--- src/hw/rtl/rwlm_pkg.sv ---
// Shared types and constants of the reader-writer lock manager.
// Used by every module of the block, the checker and the testbench.
`timescale 1ns / 1ps
`default_nettype none

package rwlm_pkg;

	localparam int REQ_TYPE_W   = 3;
	localparam int TID_W        = 4;
	localparam int KIND_W       = 3;
	localparam int READERS_W    = 8;

	localparam int QUEUE_DEPTH_DEF      = 16;
	localparam int THREAD_ID_BITS_DEF   = 4;
	localparam int READER_COUNT_MAX_DEF = 255;

	// Request type codes as they arrive on the request channel.
	localparam logic [REQ_TYPE_W-1:0] REQ_READ      = 3'd0;
	localparam logic [REQ_TYPE_W-1:0] REQ_TRY_READ  = 3'd1;
	localparam logic [REQ_TYPE_W-1:0] REQ_WRITE     = 3'd2;
	localparam logic [REQ_TYPE_W-1:0] REQ_TRY_WRITE = 3'd3;
	localparam logic [REQ_TYPE_W-1:0] REQ_UNLOCK    = 3'd4;

	typedef enum logic [KIND_W-1:0] {
		KIND_GRANTED  = 3'd0,
		KIND_REFUSED  = 3'd1,
		KIND_QUEUED   = 3'd2,
		KIND_RELEASED = 3'd3,
		KIND_IDLE     = 3'd4,
		KIND_WOKEN    = 3'd5,
		KIND_FULL     = 3'd6
	} kind_t;

	typedef enum logic [2:0] {
		OP_READ,
		OP_TRY_READ,
		OP_WRITE,
		OP_TRY_WRITE,
		OP_UNLOCK,
		OP_BAD
	} op_t;

	typedef enum logic [1:0] {
		ST_IDLE,
		ST_EXEC,
		ST_WAKE
	} state_t;

	typedef struct packed {
		logic [REQ_TYPE_W-1:0] req_type;
		logic [TID_W-1:0]      thread_id;
	} req_t;

	typedef struct packed {
		logic [KIND_W-1:0]    result_kind;
		logic [TID_W-1:0]     result_thread;
		logic                 last;
		logic [READERS_W-1:0] readers_now;
		logic                 writer_now;
	} rsp_t;

	typedef struct packed {
		op_t              op;
		logic [TID_W-1:0] tid;
	} cmd_t;

	typedef struct packed {
		logic push;
		logic pop;
	} fifo_ctl_t;

	typedef struct packed {
		logic empty;
		logic full;
	} fifo_stat_t;

endpackage

`default_nettype wire

--- src/hw/rtl/rwlm_stream_if.sv ---
// Valid/ready stream interface with a payload of a given type.
// Depends on nothing; the payload types come from rwlm_pkg at instantiation.
`timescale 1ns / 1ps
`default_nettype none

interface rwlm_stream_if #(
	parameter type T = logic
);
	logic valid;
	logic ready;
	T     data;

	modport source (output valid, output data, input ready);
	modport sink   (input valid, input data, output ready);
endinterface

`default_nettype wire

--- src/hw/rtl/rwlm_front.sv ---
// Front end: accepts lock requests, decodes them into operations and holds
// them in a two-entry command queue. Depends on rwlm_pkg and rwlm_stream_if.
`timescale 1ns / 1ps
`default_nettype none

module rwlm_front #(
	parameter int THREAD_ID_BITS = rwlm_pkg::THREAD_ID_BITS_DEF
) (
	input  logic               clk,
	input  logic               arst_n,
	rwlm_stream_if.sink        request,
	output logic               cmd_valid,
	output rwlm_pkg::cmd_t     cmd,
	input  logic               cmd_pop
);
	localparam int TB = (THREAD_ID_BITS < rwlm_pkg::TID_W) ? THREAD_ID_BITS
		: rwlm_pkg::TID_W;
	localparam logic [rwlm_pkg::TID_W-1:0] TID_MASK =
		rwlm_pkg::TID_W'((1 << TB) - 1);

	rwlm_pkg::cmd_t cmd_mem_q [2];
	logic           wr_ptr_q;
	logic           rd_ptr_q;
	logic [1:0]     cnt_q;
	logic           push;
	rwlm_pkg::cmd_t decoded;

	always_comb begin
		decoded.tid = request.data.thread_id & TID_MASK;
		case (request.data.req_type)
			rwlm_pkg::REQ_READ:      decoded.op = rwlm_pkg::OP_READ;
			rwlm_pkg::REQ_TRY_READ:  decoded.op = rwlm_pkg::OP_TRY_READ;
			rwlm_pkg::REQ_WRITE:     decoded.op = rwlm_pkg::OP_WRITE;
			rwlm_pkg::REQ_TRY_WRITE: decoded.op = rwlm_pkg::OP_TRY_WRITE;
			rwlm_pkg::REQ_UNLOCK:    decoded.op = rwlm_pkg::OP_UNLOCK;
			default:                 decoded.op = rwlm_pkg::OP_BAD;
		endcase
	end

	assign request.ready = (cnt_q != 2'd2);
	assign push          = request.valid && request.ready;
	assign cmd_valid     = (cnt_q != 2'd0);
	assign cmd           = cmd_mem_q[rd_ptr_q];

	always_ff @(posedge clk) begin
		if (push) begin
			cmd_mem_q[wr_ptr_q] <= decoded;
		end
	end

	always_ff @(posedge clk or negedge arst_n) begin
		if (!arst_n) begin
			wr_ptr_q <= 1'b0;
			rd_ptr_q <= 1'b0;
			cnt_q    <= 2'd0;
		end else begin
			if (push) begin
				wr_ptr_q <= ~wr_ptr_q;
			end
			if (cmd_pop) begin
				rd_ptr_q <= ~rd_ptr_q;
			end
			cnt_q <= cnt_q + {1'b0, push} - {1'b0, cmd_pop};
		end
	end

endmodule

`default_nettype wire

--- src/hw/rtl/rwlm_wait_fifo.sv ---
// Wait queue of thread numbers: a circular buffer in a memory with a write port and
// a registered read port. Depends on rwlm_pkg for its control and status structs.
`timescale 1ns / 1ps
`default_nettype none

module rwlm_wait_fifo #(
	parameter int DEPTH = rwlm_pkg::QUEUE_DEPTH_DEF,
	parameter int WIDTH = rwlm_pkg::TID_W
) (
	input  logic                       clk,
	input  logic                       arst_n,
	input  rwlm_pkg::fifo_ctl_t        ctl,
	input  logic [WIDTH-1:0]           wdata,
	output logic [WIDTH-1:0]           rdata,
	output logic [$clog2(DEPTH+1)-1:0] count,
	output rwlm_pkg::fifo_stat_t       stat
);
	localparam int PW = (DEPTH > 1) ? $clog2(DEPTH) : 1;
	localparam int CW = $clog2(DEPTH + 1);

	logic [WIDTH-1:0] mem_q [DEPTH];
	logic [WIDTH-1:0] rdata_q;
	logic [PW-1:0]    head_q;
	logic [PW-1:0]    tail_q;
	logic [CW-1:0]    count_q;

	function automatic logic [PW-1:0] wrap_inc(input logic [PW-1:0] p);
		return (p == PW'(DEPTH - 1)) ? '0 : p + PW'(1);
	endfunction

	assign rdata      = rdata_q;
	assign count      = count_q;
	assign stat.empty = (count_q == '0);
	assign stat.full  = (count_q == CW'(DEPTH));

	always_ff @(posedge clk) begin
		if (ctl.push) begin
			mem_q[tail_q] <= wdata;
		end
		if (ctl.pop) begin
			rdata_q <= mem_q[head_q];
		end
	end

	always_ff @(posedge clk or negedge arst_n) begin
		if (!arst_n) begin
			head_q  <= '0;
			tail_q  <= '0;
			count_q <= '0;
		end else begin
			if (ctl.push) begin
				tail_q <= wrap_inc(tail_q);
			end
			if (ctl.pop) begin
				head_q <= wrap_inc(head_q);
			end
			count_q <= count_q + CW'(ctl.push) - CW'(ctl.pop);
		end
	end

endmodule

`default_nettype wire

--- src/hw/rtl/rwlm_back.sv ---
// Back end: lock state, the two wait queues and the sequencer that carries
// out one command and emits its results through an output register.
// Depends on rwlm_pkg, rwlm_stream_if and rwlm_wait_fifo.
`timescale 1ns / 1ps
`default_nettype none

module rwlm_back #(
	parameter int QUEUE_DEPTH      = rwlm_pkg::QUEUE_DEPTH_DEF,
	parameter int THREAD_ID_BITS   = rwlm_pkg::THREAD_ID_BITS_DEF,
	parameter int READER_COUNT_MAX = rwlm_pkg::READER_COUNT_MAX_DEF
) (
	input  logic           clk,
	input  logic           arst_n,
	input  logic           cmd_valid,
	input  rwlm_pkg::cmd_t cmd,
	output logic           cmd_pop,
	rwlm_stream_if.source  result
);
	localparam int TB  = (THREAD_ID_BITS < rwlm_pkg::TID_W) ? THREAD_ID_BITS
		: rwlm_pkg::TID_W;
	localparam int CW  = $clog2(QUEUE_DEPTH + 1);
	localparam int RCW = $clog2(READER_COUNT_MAX + 1);

	rwlm_pkg::state_t     state_q, state_d;
	rwlm_pkg::cmd_t       cmd_q;
	logic [RCW-1:0]       rc_q, rc_d;
	logic                 wh_q, wh_d;
	logic [CW-1:0]        wake_left_q, wake_left_d;
	logic                 wake_rd_q, wake_rd_d;
	logic                 out_valid_q;
	rwlm_pkg::rsp_t       out_q, emit_data;
	logic                 emit;
	logic                 can_emit;
	logic                 start_wake;

	rwlm_pkg::fifo_ctl_t  wq_ctl, rq_ctl;
	rwlm_pkg::fifo_stat_t wq_stat, rq_stat;
	logic [TB-1:0]        wq_rdata, rq_rdata;
	logic [CW-1:0]        wq_count, rq_count;
	logic [15:0]          readers_wide;

	rwlm_wait_fifo #(.DEPTH(QUEUE_DEPTH), .WIDTH(TB)) u_writer_q (
		.clk    (clk),
		.arst_n (arst_n),
		.ctl    (wq_ctl),
		.wdata  (cmd_q.tid[TB-1:0]),
		.rdata  (wq_rdata),
		.count  (wq_count),
		.stat   (wq_stat)
	);

	rwlm_wait_fifo #(.DEPTH(QUEUE_DEPTH), .WIDTH(TB)) u_reader_q (
		.clk    (clk),
		.arst_n (arst_n),
		.ctl    (rq_ctl),
		.wdata  (cmd_q.tid[TB-1:0]),
		.rdata  (rq_rdata),
		.count  (rq_count),
		.stat   (rq_stat)
	);

	assign can_emit     = !out_valid_q || result.ready;
	assign result.valid = out_valid_q;
	assign result.data  = out_q;
	assign readers_wide = 16'(rc_d);

	// Next state.
	always_comb begin
		state_d = state_q;
		case (state_q)
			rwlm_pkg::ST_IDLE: begin
				if (cmd_valid) begin
					state_d = rwlm_pkg::ST_EXEC;
				end
			end
			rwlm_pkg::ST_EXEC: begin
				if (can_emit) begin
					state_d = start_wake ? rwlm_pkg::ST_WAKE : rwlm_pkg::ST_IDLE;
				end
			end
			rwlm_pkg::ST_WAKE: begin
				if (can_emit && wake_left_q == CW'(1)) begin
					state_d = rwlm_pkg::ST_IDLE;
				end
			end
			default: state_d = rwlm_pkg::ST_IDLE;
		endcase
	end

	// Lock decision: start_wake depends only on the command, lock state and queue status, not on can_emit.
	always_comb begin
		rc_d        = rc_q;
		wh_d        = wh_q;
		wake_left_d = wake_left_q;
		wake_rd_d   = wake_rd_q;
		wq_ctl      = '0;
		rq_ctl      = '0;
		cmd_pop     = 1'b0;
		emit        = 1'b0;
		start_wake  = 1'b0;
		emit_data   = '0;
		case (state_q)
			rwlm_pkg::ST_IDLE: begin
				cmd_pop = cmd_valid;
			end
			rwlm_pkg::ST_EXEC: begin
				emit_data.result_thread = cmd_q.tid;
				emit_data.result_kind   = rwlm_pkg::KIND_REFUSED;
				case (cmd_q.op)
					rwlm_pkg::OP_READ, rwlm_pkg::OP_TRY_READ: begin
						if (wh_q) begin
							if (cmd_q.op == rwlm_pkg::OP_TRY_READ) begin
								emit_data.result_kind = rwlm_pkg::KIND_REFUSED;
							end else if (rq_stat.full) begin
								emit_data.result_kind = rwlm_pkg::KIND_FULL;
							end else begin
								rq_ctl.push           = can_emit;
								emit_data.result_kind = rwlm_pkg::KIND_QUEUED;
							end
						end else if (rc_q == RCW'(READER_COUNT_MAX)) begin
							emit_data.result_kind = rwlm_pkg::KIND_FULL;
						end else begin
							rc_d                  = rc_q + RCW'(1);
							emit_data.result_kind = rwlm_pkg::KIND_GRANTED;
						end
					end
					rwlm_pkg::OP_WRITE, rwlm_pkg::OP_TRY_WRITE: begin
						if (wh_q || rc_q != '0) begin
							if (cmd_q.op == rwlm_pkg::OP_TRY_WRITE) begin
								emit_data.result_kind = rwlm_pkg::KIND_REFUSED;
							end else if (wq_stat.full) begin
								emit_data.result_kind = rwlm_pkg::KIND_FULL;
							end else begin
								wq_ctl.push           = can_emit;
								emit_data.result_kind = rwlm_pkg::KIND_QUEUED;
							end
						end else begin
							wh_d                  = 1'b1;
							emit_data.result_kind = rwlm_pkg::KIND_GRANTED;
						end
					end
					rwlm_pkg::OP_UNLOCK: begin
						if (wh_q) begin
							wh_d                  = 1'b0;
							emit_data.result_kind = rwlm_pkg::KIND_RELEASED;
							if (!wq_stat.empty) begin
								start_wake  = 1'b1;
								wq_ctl.pop  = can_emit;
								wake_rd_d   = 1'b0;
								wake_left_d = CW'(1);
							end else if (!rq_stat.empty) begin
								// Write unlock with no writer waiting wakes every reader.
								start_wake  = 1'b1;
								rq_ctl.pop  = can_emit;
								wake_rd_d   = 1'b1;
								wake_left_d = rq_count;
							end
						end else if (rc_q != '0) begin
							rc_d                  = rc_q - RCW'(1);
							emit_data.result_kind = rwlm_pkg::KIND_RELEASED;
							if (rc_q == RCW'(1) && !wq_stat.empty) begin
								start_wake  = 1'b1;
								wq_ctl.pop  = can_emit;
								wake_rd_d   = 1'b0;
								wake_left_d = CW'(1);
							end
						end else begin
							emit_data.result_kind = rwlm_pkg::KIND_IDLE;
						end
					end
					default: emit_data.result_kind = rwlm_pkg::KIND_REFUSED;
				endcase
				emit                  = can_emit;
				emit_data.last        = !start_wake;
				emit_data.readers_now = readers_wide[rwlm_pkg::READERS_W-1:0];
				emit_data.writer_now  = wh_d;
			end
			rwlm_pkg::ST_WAKE: begin
				emit                    = can_emit;
				emit_data.result_kind   = rwlm_pkg::KIND_WOKEN;
				emit_data.result_thread = wake_rd_q ? rwlm_pkg::TID_W'(rq_rdata)
					: rwlm_pkg::TID_W'(wq_rdata);
				emit_data.last          = (wake_left_q == CW'(1));
				emit_data.readers_now   = readers_wide[rwlm_pkg::READERS_W-1:0];
				emit_data.writer_now    = wh_q;
				if (can_emit) begin
					wake_left_d = wake_left_q - CW'(1);
					// The next waiting reader is read while this one is sent.
					rq_ctl.pop  = wake_rd_q && (wake_left_q != CW'(1));
				end
			end
			default: begin
				cmd_pop = 1'b0;
			end
		endcase
	end

	always_ff @(posedge clk) begin
		if (cmd_pop) begin
			cmd_q <= cmd;
		end
		if (emit) begin
			out_q <= emit_data;
		end
	end

	always_ff @(posedge clk or negedge arst_n) begin
		if (!arst_n) begin
			state_q     <= rwlm_pkg::ST_IDLE;
			rc_q        <= '0;
			wh_q        <= 1'b0;
			wake_left_q <= '0;
			wake_rd_q   <= 1'b0;
			out_valid_q <= 1'b0;
		end else begin
			state_q <= state_d;
			if (emit) begin
				rc_q        <= rc_d;
				wh_q        <= wh_d;
				wake_left_q <= wake_left_d;
				wake_rd_q   <= wake_rd_d;
				out_valid_q <= 1'b1;
			end else if (result.ready) begin
				out_valid_q <= 1'b0;
			end
		end
	end

endmodule

`default_nettype wire

--- src/hw/rtl/reader_writer_lock_manager_top.sv ---
// Reader-writer lock manager, top level: front end with command queue and back end
// with lock state and wait queues. Depends on rwlm_pkg, rwlm_stream_if and submodules.
// The back-end sequencer loads a command in its idle state and carries it out in the
// execute state, then sends one wake result per woken thread. It takes no new command
// until the last result of the current one is registered, and waits while the result is stalled.
// Reset (arst_n low) clears lock state, queue counts and all valid flags.
`timescale 1ns / 1ps
`default_nettype none

module reader_writer_lock_manager_top #(
	parameter int QUEUE_DEPTH      = rwlm_pkg::QUEUE_DEPTH_DEF,
	parameter int THREAD_ID_BITS   = rwlm_pkg::THREAD_ID_BITS_DEF,
	parameter int READER_COUNT_MAX = rwlm_pkg::READER_COUNT_MAX_DEF
) (
	input  logic          clk,
	input  logic          arst_n,
	rwlm_stream_if.sink   request,
	rwlm_stream_if.source result
);
	logic           cmd_valid;
	logic           cmd_pop;
	rwlm_pkg::cmd_t cmd;

	rwlm_front #(.THREAD_ID_BITS(THREAD_ID_BITS)) u_front (
		.clk       (clk),
		.arst_n    (arst_n),
		.request   (request),
		.cmd_valid (cmd_valid),
		.cmd       (cmd),
		.cmd_pop   (cmd_pop)
	);

	rwlm_back #(
		.QUEUE_DEPTH      (QUEUE_DEPTH),
		.THREAD_ID_BITS   (THREAD_ID_BITS),
		.READER_COUNT_MAX (READER_COUNT_MAX)
	) u_back (
		.clk       (clk),
		.arst_n    (arst_n),
		.cmd_valid (cmd_valid),
		.cmd       (cmd),
		.cmd_pop   (cmd_pop),
		.result    (result)
	);

endmodule

`default_nettype wire

--- src/flat_wrapper.sv ---
// flat-port wrapper written by rule: the top's interface ports become plain ports
module reader_writer_lock_manager_top_flat 
#(
	parameter int QUEUE_DEPTH      = rwlm_pkg::QUEUE_DEPTH_DEF,
	parameter int THREAD_ID_BITS   = rwlm_pkg::THREAD_ID_BITS_DEF,
	parameter int READER_COUNT_MAX = rwlm_pkg::READER_COUNT_MAX_DEF
)
  (clk, arst_n, request_valid, request_data, request_ready, result_valid, result_data, result_ready);
  rwlm_stream_if #(.T(rwlm_pkg::req_t)) request_i ();
  rwlm_stream_if #(.T(rwlm_pkg::rsp_t)) result_i ();
  input  logic clk;
  input  logic arst_n;
  input wire logic [$bits(request_i.valid)-1:0] request_valid;
  input wire logic [$bits(request_i.data)-1:0] request_data;
  output wire logic [$bits(request_i.ready)-1:0] request_ready;
  output wire logic [$bits(result_i.valid)-1:0] result_valid;
  output wire logic [$bits(result_i.data)-1:0] result_data;
  input wire logic [$bits(result_i.ready)-1:0] result_ready;
  assign request_i.valid = request_valid;
  assign request_i.data = request_data;
  assign request_ready = request_i.ready;
  assign result_valid = result_i.valid;
  assign result_data = result_i.data;
  assign result_i.ready = result_ready;
  reader_writer_lock_manager_top #(.QUEUE_DEPTH(QUEUE_DEPTH), .THREAD_ID_BITS(THREAD_ID_BITS), .READER_COUNT_MAX(READER_COUNT_MAX)) u_core (.clk(clk), .arst_n(arst_n), .request(request_i), .result(result_i));
endmodule
--- config.mk ---
export PLATFORM = sky130hd
export DESIGN_NAME = reader_writer_lock_manager_top_flat
export DESIGN_NICKNAME = d
export VERILOG_FILES = /design/src/hw/rtl/rwlm_pkg.sv /design/src/hw/rtl/rwlm_stream_if.sv /design/src/hw/rtl/rwlm_front.sv /design/src/hw/rtl/rwlm_wait_fifo.sv /design/src/hw/rtl/rwlm_back.sv /design/src/hw/rtl/reader_writer_lock_manager_top.sv /design/src/flat_wrapper.sv
export SDC_FILE = /design/constraint.sdc
export NUM_CORES = 1
export LEC_CHECK = 0
export ABC_AREA = 1
export BUFFER_PORTS_ARGS = -buffer_cell sky130_fd_sc_hd__clkbuf_2
export CORE_MARGIN = 3
export CORE_UTILIZATION = 50
export DETAILED_ROUTE_END_ITERATION = 8
export PLACE_DENSITY = 0.66
export SLEW_MARGIN = 20
export SYNTH_ARGS = -nofsm -noshare
export SYNTH_HDL_FRONTEND = slang
export SYNTH_SLANG_ARGS = --single-unit
--- constraint.sdc ---
create_clock -name clk -period 3 [get_ports clk]
set_input_delay 0.6 -clock clk [delete_from_list [all_inputs] [get_ports clk]]
set_output_delay 0.6 -clock clk [all_outputs]
set_load 0.01 [all_outputs]
### After elaboration in Yosys (flattened, before gate mapping)

Memories as Yosys holds them, arrays and structs flattened. A register that Yosys moved wholly into a read port is not among the register bits.
Index checks and enable logic that the tools add are counted.

* bitwise gates (word level): 2
* mux-type cells: 82
* add/subtract/negate cells: 13
* reductions and logical operators: 27
* eq/ne operators: 30

Operators with widths (number)
* $mux W1: 43
* $mux W8: 5
* $mux W5: 7
* $pmux W17 S2: 1
* $mux W3: 9
* $mux W4: 5
* $add A4 B1 Y4 const B: 4
* $eq A4 B4 Y1 const B: 4
* $pmux W8 S2: 1
* $pmux W3 S5: 1
* $eq A3 B2 Y1 const B: 4
* $add A5 B1 Y5: 2
* $eq A5 B5 Y1 const B: 2
* $logic_not A5 Y1: 2
* $mux W2: 5
* $ne A2 B2 Y1 const B: 5
* $pmux W5 S2: 1
* $reduce_bool A2 Y1: 5
* $sub A5 B1 Y5: 2
* $ne A3 B3 Y1 const B: 3
* $pmux W3 S3: 1
* $add A8 B1 Y8 const B: 1
* $eq A8 B1 Y1 const B: 1
* $eq A8 B8 Y1 const B: 1
* other kinds (26): 39

* memory bits (writable): 142
* memories: 3
* logic and storage cells: 177
* output and inout bits: 19
* bits in registers: 65

Memories
* u_core.u_back.u_reader_q.mem_q: depth 16, width 4, rd ports 1, clocked after memory_dff 1, wr ports 1, line rwlm_wait_fifo.sv:21 `logic [WIDTH-1:0] mem_q [DEPTH];`
* u_core.u_back.u_writer_q.mem_q: depth 16, width 4, rd ports 1, clocked after memory_dff 1, wr ports 1, line rwlm_wait_fifo.sv:21
* u_core.u_front.cmd_mem_q: depth 2, width 7, rd ports 1, clocked after memory_dff 1, wr ports 1, line rwlm_front.sv:21 `rwlm_pkg::cmd_t cmd_mem_q [2];`

### Longest topological paths before layout

Gate-level depths: netlist (run 1).

* depth in word-level cells: 12
* depth in mapped cells: 18
* mapped depth without buffers: 17

### Cells and area by module

A second synthesis (run 1) with hierarchy kept.

* cells, all modules: 1138
* area, all modules: 11003.1 sq um

By module, submodules not included
* rwlm_wait_fifo (u_core.u_back.u_writer_q): area an instance 3722.3 sq um, cells each 365, sequential area each 2367.3 sq um, times used 1
* rwlm_wait_fifo (u_core.u_back.u_reader_q): area an instance 3716.1 sq um, cells each 363, sequential area each 2367.3 sq um, times used 1
* rwlm_back: area an instance 2787.7 sq um, cells each 357, sequential area each 1171.1 sq um, times used 1
* rwlm_front: area an instance 777.0 sq um, cells each 53, sequential area each 520.5 sq um, times used 1

### Least setup slack after synthesis (run 1)

OpenSTA, ideal clock, no wires.

* path type: reg2reg
* start: register u_core.u_back.state_q[1]
* end: register u_core.u_back.u_writer_q.count_q[4], in the netlist u_core.u_back.u_writer_q.count[4]
* slack: 178 ps
* setup time: 79 ps
* clock period less this slack: 2822 ps
* arrival time: 2743 ps
* cell stages (with the launch flop): 15
* cells stage by stage: dfrtp_1 > inv_1 > ha_1 > buf_2 > inv_1 > nor4_1 > nand3_1 > inv_1 > ha_1 > inv_1 > ha_1 > inv_1 > fa_1 > o21ai_0 > xor2_1

RTL lines
* start, declared: line rwlm_back.sv:24 `rwlm_pkg::state_t state_q, state_d;`
* start signal, assigned: line rwlm_back.sv:209 `state_q <= rwlm_pkg::ST_IDLE;`
* start signal, assigned: line rwlm_back.sv:216 `state_q <= state_d;`
* end signal, assigned: line rwlm_wait_fifo.sv:57 `count_q <= count_q + CW'(ctl.push) - CW'(ctl.pop);`
* end, declared: line rwlm_wait_fifo.sv:25 `logic [CW-1:0] count_q;`

### Worst setup path after layout (run 1)

* start: register u_core.u_back.rc_q[1]
* end: register u_core.u_back.u_writer_q.count_q[4], in the netlist u_core.u_back.u_writer_q.count[4]

* longest elaborated chain between the ends: 8
* elaborated cells on any way between the ends: 13

RTL lines
* start, declared: line rwlm_back.sv:26 `logic [RCW-1:0] rc_q, rc_d;`
* start signal, assigned: line rwlm_back.sv:218 `rc_q <= rc_d;`
* $eq A8 B1 Y1: line rwlm_back.sv:161 `if (rc_q == RCW'(1) && !wq_stat.empty) begin`
* $logic_and A1 B1 Y1: line rwlm_back.sv:161
* $mux W1: line rwlm_back.sv:161
* $mux W1: line rwlm_back.sv:158 `end else if (rc_q != '0) begin`
* $mux W1: line rwlm_back.sv:143 `if (wh_q) begin`
* $mux W1: line rwlm_back.sv:109 `case (cmd_q.op)`
* $mux W2 (*): line rwlm_back.sv:102 `case (state_q)`
* $sub A5 B1 Y5 (*): line rwlm_wait_fifo.sv:57

Every way passes the cells marked *; elsewhere a longest branch is shown, timed or not.
A chain may end at the register's enable or synchronous reset.

==> results.md, run 1 <==
Timing:
- The maximum clock rate is 365 MHz.
- The smallest clock period supported by the final layout is computed as approximately 2.7 ns.
- The relative max-transition margin is about a third.
- Adding up every negative setup slack in the final design gives 0 ns.
- Setup repair after global routing left no endpoint under its margin.
- The final max-slew violation count is 0.
- The worst path uses between 90% and 100% of the clock period.
- At the pin with the least slew margin, the transition time is around 1 ns.
- On the final layout, the worst clock skew is 0.0136 ns.
- The final count of negative-setup-slack endpoints is 0.
- The final hold slack is 0.196 ns.
- The final count of hold timing violations is 0.

Setup path:
- Of all nets on the critical path, the largest fanout is 4.
- The cell occurring most often along the worst timing path is sky130_fd_sc_hd__inv_1.
- The signal on the critical path passes through inv_1 -> ha_1 -> inv_1 -> nor2_2 -> nand2_2 -> nor2_4 -> nor2_4 -> nand2_1 -> nor2_2 -> inv_2 -> ha_1 -> inv_1 -> ha_1 -> inv_1 -> fa_1 -> o21ai_1 -> xor2_1.
- In this run the register-to-register setup slack is ~0.26 ns.
- The setup path with the least slack is of type flip-flop to flip-flop.
- On the worst path, the slowest cell contributes a delay of 0.42 ns.
- The worst setup path is launched from a flip-flop.
- The kind of end point of the critical path is a flip-flop.
- For the worst setup path, the data arrival time is between 3 and 4 ns.
- The slowest stage of the critical path belongs to the cell sky130_fd_sc_hd__fa_1.
- The required time reported for the critical path endpoint is 3.44 ns.

GRT:
- For this run, global-route usage on met3 was measured as 3.61%.
- The met1 demand-to-capacity share in global routing is 30.1%.
- The maximum number of pins on one net before global-route repair is 49.
- For this run the aggregate overflow at the end of global routing stands at 0.
- For this run, global-route usage on met2 was measured as 31.7%.
- The first global-routing pass estimated 36.9 mm of wire.
- The number of global-route vias before repair is 7148.
- The busiest layer in global routing is met2.
- The overall track demand over capacity in global routing is 20.5%.
- The initial antenna violation count came to 0.

Final layout:
- The antenna diode count is 0.
- From synthesis to final layout, the design area changed by 12.6%.
- The layout cell share with drive strength beyond 1 is roughly an eighth.
- After the flow finishes, the layout carries non-filler instances totaling 1358.
- The post-layout utilization of the core is 57.8%.
- The number of nets in the final layout is 1114.

Placed design:
- Once detailed placement completed, the half-perimeter wirelength came to 15.4 mm.
- Input and output buffers added on the ports amount to 29.
- The number of placed instances, taps included, is about 1300.
- Routability-driven placement finished with a final weighted congestion of 0.878.

Floorplan:
- The region available for standard cell placement spans 20400 um2.
- The floorplan has 52 rows.
- The total die area is 22700 um2.
- The effective utilization at floorplan is 51.3%.
- The floorplan die height is roughly 150 um.
- The chip width is about 150 um.
- The boundary pin count is 30.

Synth:
- Counting flops with a built-in enable in the synthesized netlist gives approximately 170.
- Of the synthesized area, sequential elements account for 61.3%.
- The synthesized cell area is between 10000 and 15000 um2.
- The number of nets handed over by synthesis was 1068.
- The primary flip-flop cell chosen by synthesis mapping is sky130_fd_sc_hd__edfxtp_1.
- The area fraction in and, or, nand and nor cells after synthesis is a little under a fifth.
- The number of cells produced by synthesis is 1023.
- The post-synthesis cell type count is about 40.
- After Yosys synthesis, XOR and XNOR cells account for 1.50% of the synthesized area.
- Yosys printed 0 warnings.
- The share of the synthesized area in compound gates (AO/OA/AOI/OAI) is 9.79%.
- The number of storage elements in the synthesis netlist is ~220.
- In the synthesized netlist, mux cells make up 0% of the area.
- The combinational family with the most area after synthesis is simple AND/OR/NAND/NOR gates.
- The share of synthesized registers carrying an async set or reset is 21.6%.
- Summing the areas of all fa, ha and maj instances in the mapped netlist gives 4.20% of the synthesized area.
- The mean post-synth cell area is about 10 um2.

Drt:
- The DRC marker count from the first detailed-route iteration is roughly 540.
- The DRC violation count after routing is 0.
- Once detail routing completed, the nets flagged for antenna violations numbered 0.
- Detailed routing inserted a total of ~7400 vias.
- The routed wirelength normalized by instance count is 16.8 um.
- For this run, the detailed router's first-pass iteration total came to 5.
- The via density per instance is 5.44.
- Summed over all layers, the routed wires come to 22.8 mm.

Power:
- The worst-case IR drop observed on VDD is between 0.0004 and 0.0005 V.
- The switching power total is around 4.2 mW.
- The power per standard cell area is 956 nW/um2.
- Net switching is 37.1% of the power.
- The proportion of power drawn by combinational gates is 32.5%.
- The share of total power dissipated in sequential elements is between 40% and 50%.
- The static leakage is 4.78 nW.
- The clock network burns 26.1% of the power.
- The post-layout total power is 11.3 mW.
- The internal power summed over all cells is 7.10 mW.

Clocking:
- CTS placed an instance of sky130_fd_sc_hd__clkbuf_16 at the clock tree root.
- The TritonCTS sink count is 222.
- The number of H-tree branching levels is 1.
- The CTS clock-pin slew for the worst setup and hold paths is 0.06 ns.
- TritonCTS built the clock tree.
- The buffer depth of the longest clock path is 3.
- The later pin in the worst-skew pair is clocked with a latency of 0.52 ns.
- The number of clock buffers inserted by TritonCTS is 25.

Run:
- The count of max-cap constraint violations is 0.

Status:
- The flow ran to the end, and the final reports show no timing, DRC or antenna violations.

Worst hold path:
- The worst hold path belongs to the class primary input to asynchronous set/reset pin.
routing by layer:
| metal | vias up | part of all wire [%] |
|---|---|---|
| met1 | 3546 | 47 |
| li1 | 3606 | - |
| met2 | 209 | 45 |
| met3 | 30 | 6.3 |
| met4 | 0 | 1.8 |
| met5 | - | 0 |
synthesized netlist by cell type, types with 2 or more instances:
cell	count	area, um2
sky130_fd_sc_hd__nand2_2	5	31.3
sky130_fd_sc_hd__a21oi_1	35	175
sky130_fd_sc_hd__dfrtp_1	48	1200
sky130_fd_sc_hd__inv_1	85	319
sky130_fd_sc_hd__nand3_1	53	265
sky130_fd_sc_hd__clkbuf_1	20	75.1
sky130_fd_sc_hd__nor3_2	2	20.0
sky130_fd_sc_hd__nor2_2	7	43.8
sky130_fd_sc_hd__buf_2	12	60.1
sky130_fd_sc_hd__o21ai_0	96	480
sky130_fd_sc_hd__edfxtp_1	174	5230
sky130_fd_sc_hd__ha_1	32	400
sky130_fd_sc_hd__nand4_1	9	56.3
sky130_fd_sc_hd__nand2_1	201	754
sky130_fd_sc_hd__nor2_1	138	518
sky130_fd_sc_hd__nand3_2	3	30.0
sky130_fd_sc_hd__o21ai_1	3	15.0
sky130_fd_sc_hd__buf_1	2	7.51
sky130_fd_sc_hd__xnor2_1	7	61.3
sky130_fd_sc_hd__o221ai_1	7	61.3
sky130_fd_sc_hd__nor2_4	6	67.6
sky130_fd_sc_hd__o211ai_1	9	67.6
sky130_fd_sc_hd__nor3_1	2	10.0
sky130_fd_sc_hd__nand2_4	8	90.1
sky130_fd_sc_hd__o22ai_1	24	150
sky130_fd_sc_hd__xor2_1	11	96.3
sky130_fd_sc_hd__inv_4	2	12.5
sky130_fd_sc_hd__a211oi_1	4	30.0
sky130_fd_sc_hd__fa_1	2	40.0
sky130_fd_sc_hd__inv_2	5	18.8
final timing paths:
path	from	to	cells past startpoint
min in group clk	request_data[3]	u_core.u_front.cmd_mem_q[1][3]$_DFFE_PP_	1
max in group asynchronous	arst_n	u_core.u_back.u_reader_q.tail_q[2]$_DFFE_PN0P_	2
worst max register to register	u_core.u_back.rc_q[1]$_DFFE_PN0P_	u_core.u_back.u_writer_q.count[4]$_DFF_PN0_	17
worst min register to register	u_core.u_front.cnt_q[0]$_DFF_PN0_	u_core.u_front.cnt_q[0]$_DFF_PN0_	1
worst max-delay path	u_core.u_back.rc_q[1]$_DFFE_PN0P_	u_core.u_back.u_writer_q.count[4]$_DFF_PN0_	17
worst min-delay path	arst_n	u_core.u_back.rc_q[2]$_DFFE_PN0P_	2
timing repair:
action                                  in CTS  in global routing
endpoints found under the setup margin       0                  2
endpoints found under the hold margin        0                  0
buffers inserted                             0                  0
gates resized for setup                      0                  3
hold buffers                                 0                  0
flip-flops by register name, summed over array words and instances, names as in the netlist, 5 cells and up:
signal                          cells
u_core.u_front.cmd_mem_q           14
u_core.u_back.cmd_q                 7
u_core.u_back.wake_left_q           5
u_core.u_back.u_reader_q.mem_q     64
u_core.u_back.result.data          17
u_core.u_back.rc_q                  8
u_core.u_back.u_reader_q.count      5
u_core.u_back.u_writer_q.mem_q     64
u_core.u_back.u_writer_q.count      5
through the flow:
step	worst slack, ns	cell area [um2]
4_1_cts	0.188	11800
5_1_grt	0.00785	11800
3_5_place_dp	0.131	11000
3_3_place_gp	0.214	11000
2_1_floorplan	0.178	10500
6_report	0.259	11800
worst max-delay path, delay by kind of cell, from the launching register on:
family / cells / cell delay (ns)
XOR/XNOR: 1 / 0.15
buffers and inverters: 5 / 0.31
adder cells (fa/ha/maj): 4 / 1.00
flip-flops: 1 / 0.38
AO/OA/AOI/OAI: 1 / 0.17
AND/OR/NAND/NOR: 6 / 0.63
placed cells by master, fill, tap and decap left out, types with 3 or more instances in the layout:
cell and instances:
sky130_fd_sc_hd__nand2_1 201, sky130_fd_sc_hd__edfxtp_1 174, sky130_fd_sc_hd__nor2_1 136, sky130_fd_sc_hd__o21ai_0 94
sky130_fd_sc_hd__inv_1 85, sky130_fd_sc_hd__nand3_1 53, sky130_fd_sc_hd__dfrtp_1 48, sky130_fd_sc_hd__a21oi_1 35
sky130_fd_sc_hd__ha_1 32, sky130_fd_sc_hd__clkbuf_2 29, sky130_fd_sc_hd__clkbuf_16 25, sky130_fd_sc_hd__buf_4 25
sky130_fd_sc_hd__o22ai_1 24, sky130_fd_sc_hd__xor2_1 11, sky130_fd_sc_hd__nor2_2 9, sky130_fd_sc_hd__o211ai_1 9
sky130_fd_sc_hd__nand4_1 9, sky130_fd_sc_hd__nand2_4 8, sky130_fd_sc_hd__xnor2_1 7, sky130_fd_sc_hd__o221ai_1 7
sky130_fd_sc_hd__clkinv_2 7, sky130_fd_sc_hd__nor2_4 6, sky130_fd_sc_hd__inv_2 5, sky130_fd_sc_hd__nand2_2 5
sky130_fd_sc_hd__o21ai_1 5, sky130_fd_sc_hd__a211oi_1 4, sky130_fd_sc_hd__clkinv_1 4, sky130_fd_sc_hd__nand3_2 3
sky130_fd_sc_hd__clkbuf_1 3
final cells by class:
type | count | area (um2)
inverters | 92 | 350
flip-flops and latches | 222 | 6430
well taps | 270 | 338
fillers | 1749 | 8630
clock inverters | 16 | 134
clock buffers | 30 | 664
repair buffers | 54 | 333
multi-input cells | 674 | 3550
power groups by stage:
stage	combinational [mW]	sequential, mW	clock [mW]
floorplan	2.47	4.70	0
global placement	3.61	4.71	0
detailed placement	3.66	4.73	0
CTS	3.68	4.67	2.99
global route	4.18	4.74	3.12
finish	3.66	4.67	2.94
kinds of logic after synthesis:
group | Yosys count
fa+ha+maj | 34
buf+inv | 127
xor+xnor | 18
flops | 222
simple gates | 438
compound gates | 184
No activity file was read; power rests on OpenSTA's default activity.
==> run 2: changes to the inputs <==
--- a/config.mk
+++ b/config.mk
@@ -7,6 +7,7 @@
 export LEC_CHECK = 0
 export ABC_AREA = 1
 export BUFFER_PORTS_ARGS = -buffer_cell sky130_fd_sc_hd__clkbuf_2
+export CORE_ASPECT_RATIO = 0.6
 export CORE_MARGIN = 3
 export CORE_UTILIZATION = 50
 export DETAILED_ROUTE_END_ITERATION = 8
==> results.md, run 2 (same netlist as run 1, synthesis figures left out) <==
Timing:
- The maximum clock rate is ~360 MHz.
- The relative max-transition margin is roughly 34%.
- The worst setup margin is 0.211 ns.
- The final count of hold timing violations is 0.
- Clock skew on the completed layout was measured at between 0.01 and 0.015 ns.
- Hold is met by 0.219 ns.
- For the pin with the worst max-slew slack, the measured transition is 0.988 ns.
- The final max-slew violation count is 0.
- Setup repair after global routing left no endpoint under its margin.
- The final total negative setup slack is 0 ns.
- Setup violations remaining at the end of the flow were counted as 0.
- The clock period minus final worst setup slack is roughly 2.8 ns.
- The final period utilization is 93.0%.

Drt:
- Dividing the detail-routed wire length by the instance count gives ~18 um.
- The remaining antenna violation count after routing is 0.
- The count of TritonRoute iterations in the first routing pass is 5.
- The detailed router finished its first iteration with 689 violations.
- Summing over every cut layer, the via total after detailed routing is 7413.
- The DRC violation count after routing is 0.
- The total wire length is 24.0 mm.
- In the routed layout, each cell is associated on average with a via count of between 5 and 6.

Floorplan:
- The boundary pin count is 30.
- The floorplan row count is 40.
- The floorplan step defined a die boundary enclosing 22800 um2.
- The initial utilization of the core area, before any placement, comes to 51.7%.
- The chip width is 193 um.
- The floorplan core area is 20300 um2.
- The floorplan die height is 118 um.

Final layout:
- The count of cells in the finished layout, fillers not included, comes to between 1000 and 1500.
- The post-route cell area is roughly 12000 um2.
- In the layout the commonest cells are sky130_fd_sc_hd__nand2_1 (201), sky130_fd_sc_hd__edfxtp_1 (174), sky130_fd_sc_hd__nor2_1 (136).
- The layout cell share with drive strength beyond 1 is 12.3%.
- The multi-input combinational cells in the finished layout cover a total of 3570 um2.
- The post-layout utilization of the core is roughly 58%.
- The antenna diode count is 0.
- The area growth from synthesis to layout is 12.2%.
- Registers take between 6000 and 7000 um2.
- The layout has about 1700 filler cells.
- The most common cell after layout, fill and taps aside is sky130_fd_sc_hd__nand2_1.
- The number of nets in the final layout is about 1100.

GRT:
- The number of global-route vias before repair is 6662.
- The initial antenna violation count is 0.
- The first global-routing pass estimated 37.7 mm of wire.
- The maximum number of pins on one net before global-route repair is roughly 50.
- The global-route congestion overflow total is 0.
- The overall track demand over capacity in global routing is 21.3%.

Power:
- The design draws 11.3 mW.
- The power per standard cell area is 960 nW/um2.
- In this run the static leakage power is ~4.7 nW.
- Across the VDD grid, the largest voltage drop is approximately 0.00063 V.

Setup path:
- The critical path arrival is 3.21 ns.
- Along the worst path, the maximum fanout reaches 4.
- The startpoint type of the worst setup path is a flip-flop.
- For the worst setup path, the data required time is 3.43 ns.
- The depth of the most critical reg-to-reg path is 15.
- The kind of end point of the critical path is a flip-flop.
- The path type of the worst setup path is flip-flop to flip-flop.

Clocking:
- The number of clock buffers inserted by TritonCTS is 22.
- The longest clock path from root to sink contains 3 buffers.
- CTS saw 222 sinks.
- TritonCTS built the clock tree.
- The total of hold buffers inserted after clock tree synthesis is 0.
- The CTS clock-pin slew for the worst setup and hold paths is 0.07 ns.
- CTS built an H-tree with a depth of 1.
- Clock latency on the worst-skew pair, taken at its later pin, is 0.51 ns.
- The clock root buffer is sky130_fd_sc_hd__clkbuf_16.

Placed design:
- The area after detailed placement is 11000 um2.
- The post-placement setup slack is 0.0885 ns.
- Routability-driven placement finished with a final weighted congestion of 0.911.
- Port buffering added 29 buffers.
- The final HPWL from detailed placement is 16.8 mm.
- The number of instances in the placed design is 1316.

Status:
- The run finished with clean final reports.

Run:
- Across the run, the number of max-cap violations was 0.

Worst hold path:
- The worst hold path belongs to the class primary input to asynchronous set/reset pin.
run 2: cell count changes in the layout (fill, tap and decap cells not counted), moves of 2 or more:
cell                         delta
sky130_fd_sc_hd__clkbuf_16      -2
sky130_fd_sc_hd__clkbuf_1       +6
sky130_fd_sc_hd__o21ai_1        -2
sky130_fd_sc_hd__clkinv_1       -3
sky130_fd_sc_hd__buf_4          +2
sky130_fd_sc_hd__clkinvlp_4     -2
sky130_fd_sc_hd__clkinv_2       -5
run 2: layout make-up:
cell class	count	area share, %
inverter	92	2.98
multi-input combinational	674	30.3
clock buffer	34	5.42
sequential	222	54.7
clock inverter	6	0.703
timing repair buffer	56	2.96
tap	273	2.91
run 2: path summary, 6_finish.rpt:
kind                                                               end  slack, ns                                   startpoint
max in group asynchronous            u_core.u_back.rc_q[1]$_DFFE_PN0P_       2.30                                       arst_n
hold / removal                       u_core.u_back.rc_q[5]$_DFFE_PN0P_       0.22                                       arst_n
hold reg to reg                      u_core.u_front.cnt_q[0]$_DFF_PN0_       0.50            u_core.u_front.cnt_q[0]$_DFF_PN0_
min in group clk              u_core.u_front.cmd_mem_q[1][2]$_DFFE_PP_       0.29                              request_data[2]
setup / recovery           u_core.u_back.u_reader_q.count[4]$_DFF_PN0_       0.21  u_core.u_back.u_writer_q.count[3]$_DFF_PN0_
setup reg to reg           u_core.u_back.u_reader_q.count[4]$_DFF_PN0_       0.21  u_core.u_back.u_writer_q.count[3]$_DFF_PN0_
run 2: layer usage:
metal / vias up / global-route usage (%) / part of all wire (%)
li1: 3588 / - / -
met1: 3481 / 37.9 / 51
met2: 321 / 26.3 / 38
met3: 23 / 4.33 / 9.6
met4: 0 / 3.07 / 1.1
met5: - / 0 / 0
run 2: report_power, final:
part,internal [mW],switching (mW),leakage [nW]
Clock,1.64,1.15,0.351
Combinational,1.19,2.60,2.21
Sequential,4.17,0.529,2.19
run 2: what timing repair did:
action,4_1_cts,5_1_grt
endpoints found under the setup margin,0,3
gates resized for setup,0,7
buffers inserted,0,1
run 2: critical path, stage by stage, from the launching register on:
cell	delay (ns)
sky130_fd_sc_hd__dfrtp_1	0.40
sky130_fd_sc_hd__inv_1	0.09
sky130_fd_sc_hd__ha_1	0.14
sky130_fd_sc_hd__nand2_1	0.12
sky130_fd_sc_hd__nor2_2	0.20
sky130_fd_sc_hd__nand2_1	0.11
sky130_fd_sc_hd__o22ai_1	0.15
sky130_fd_sc_hd__nand2_1	0.09
sky130_fd_sc_hd__inv_1	0.08
sky130_fd_sc_hd__ha_1	0.23
sky130_fd_sc_hd__inv_1	0.06
sky130_fd_sc_hd__ha_1	0.18
sky130_fd_sc_hd__inv_1	0.06
sky130_fd_sc_hd__fa_1	0.40
sky130_fd_sc_hd__o21ai_0	0.22
sky130_fd_sc_hd__xor2_1	0.17
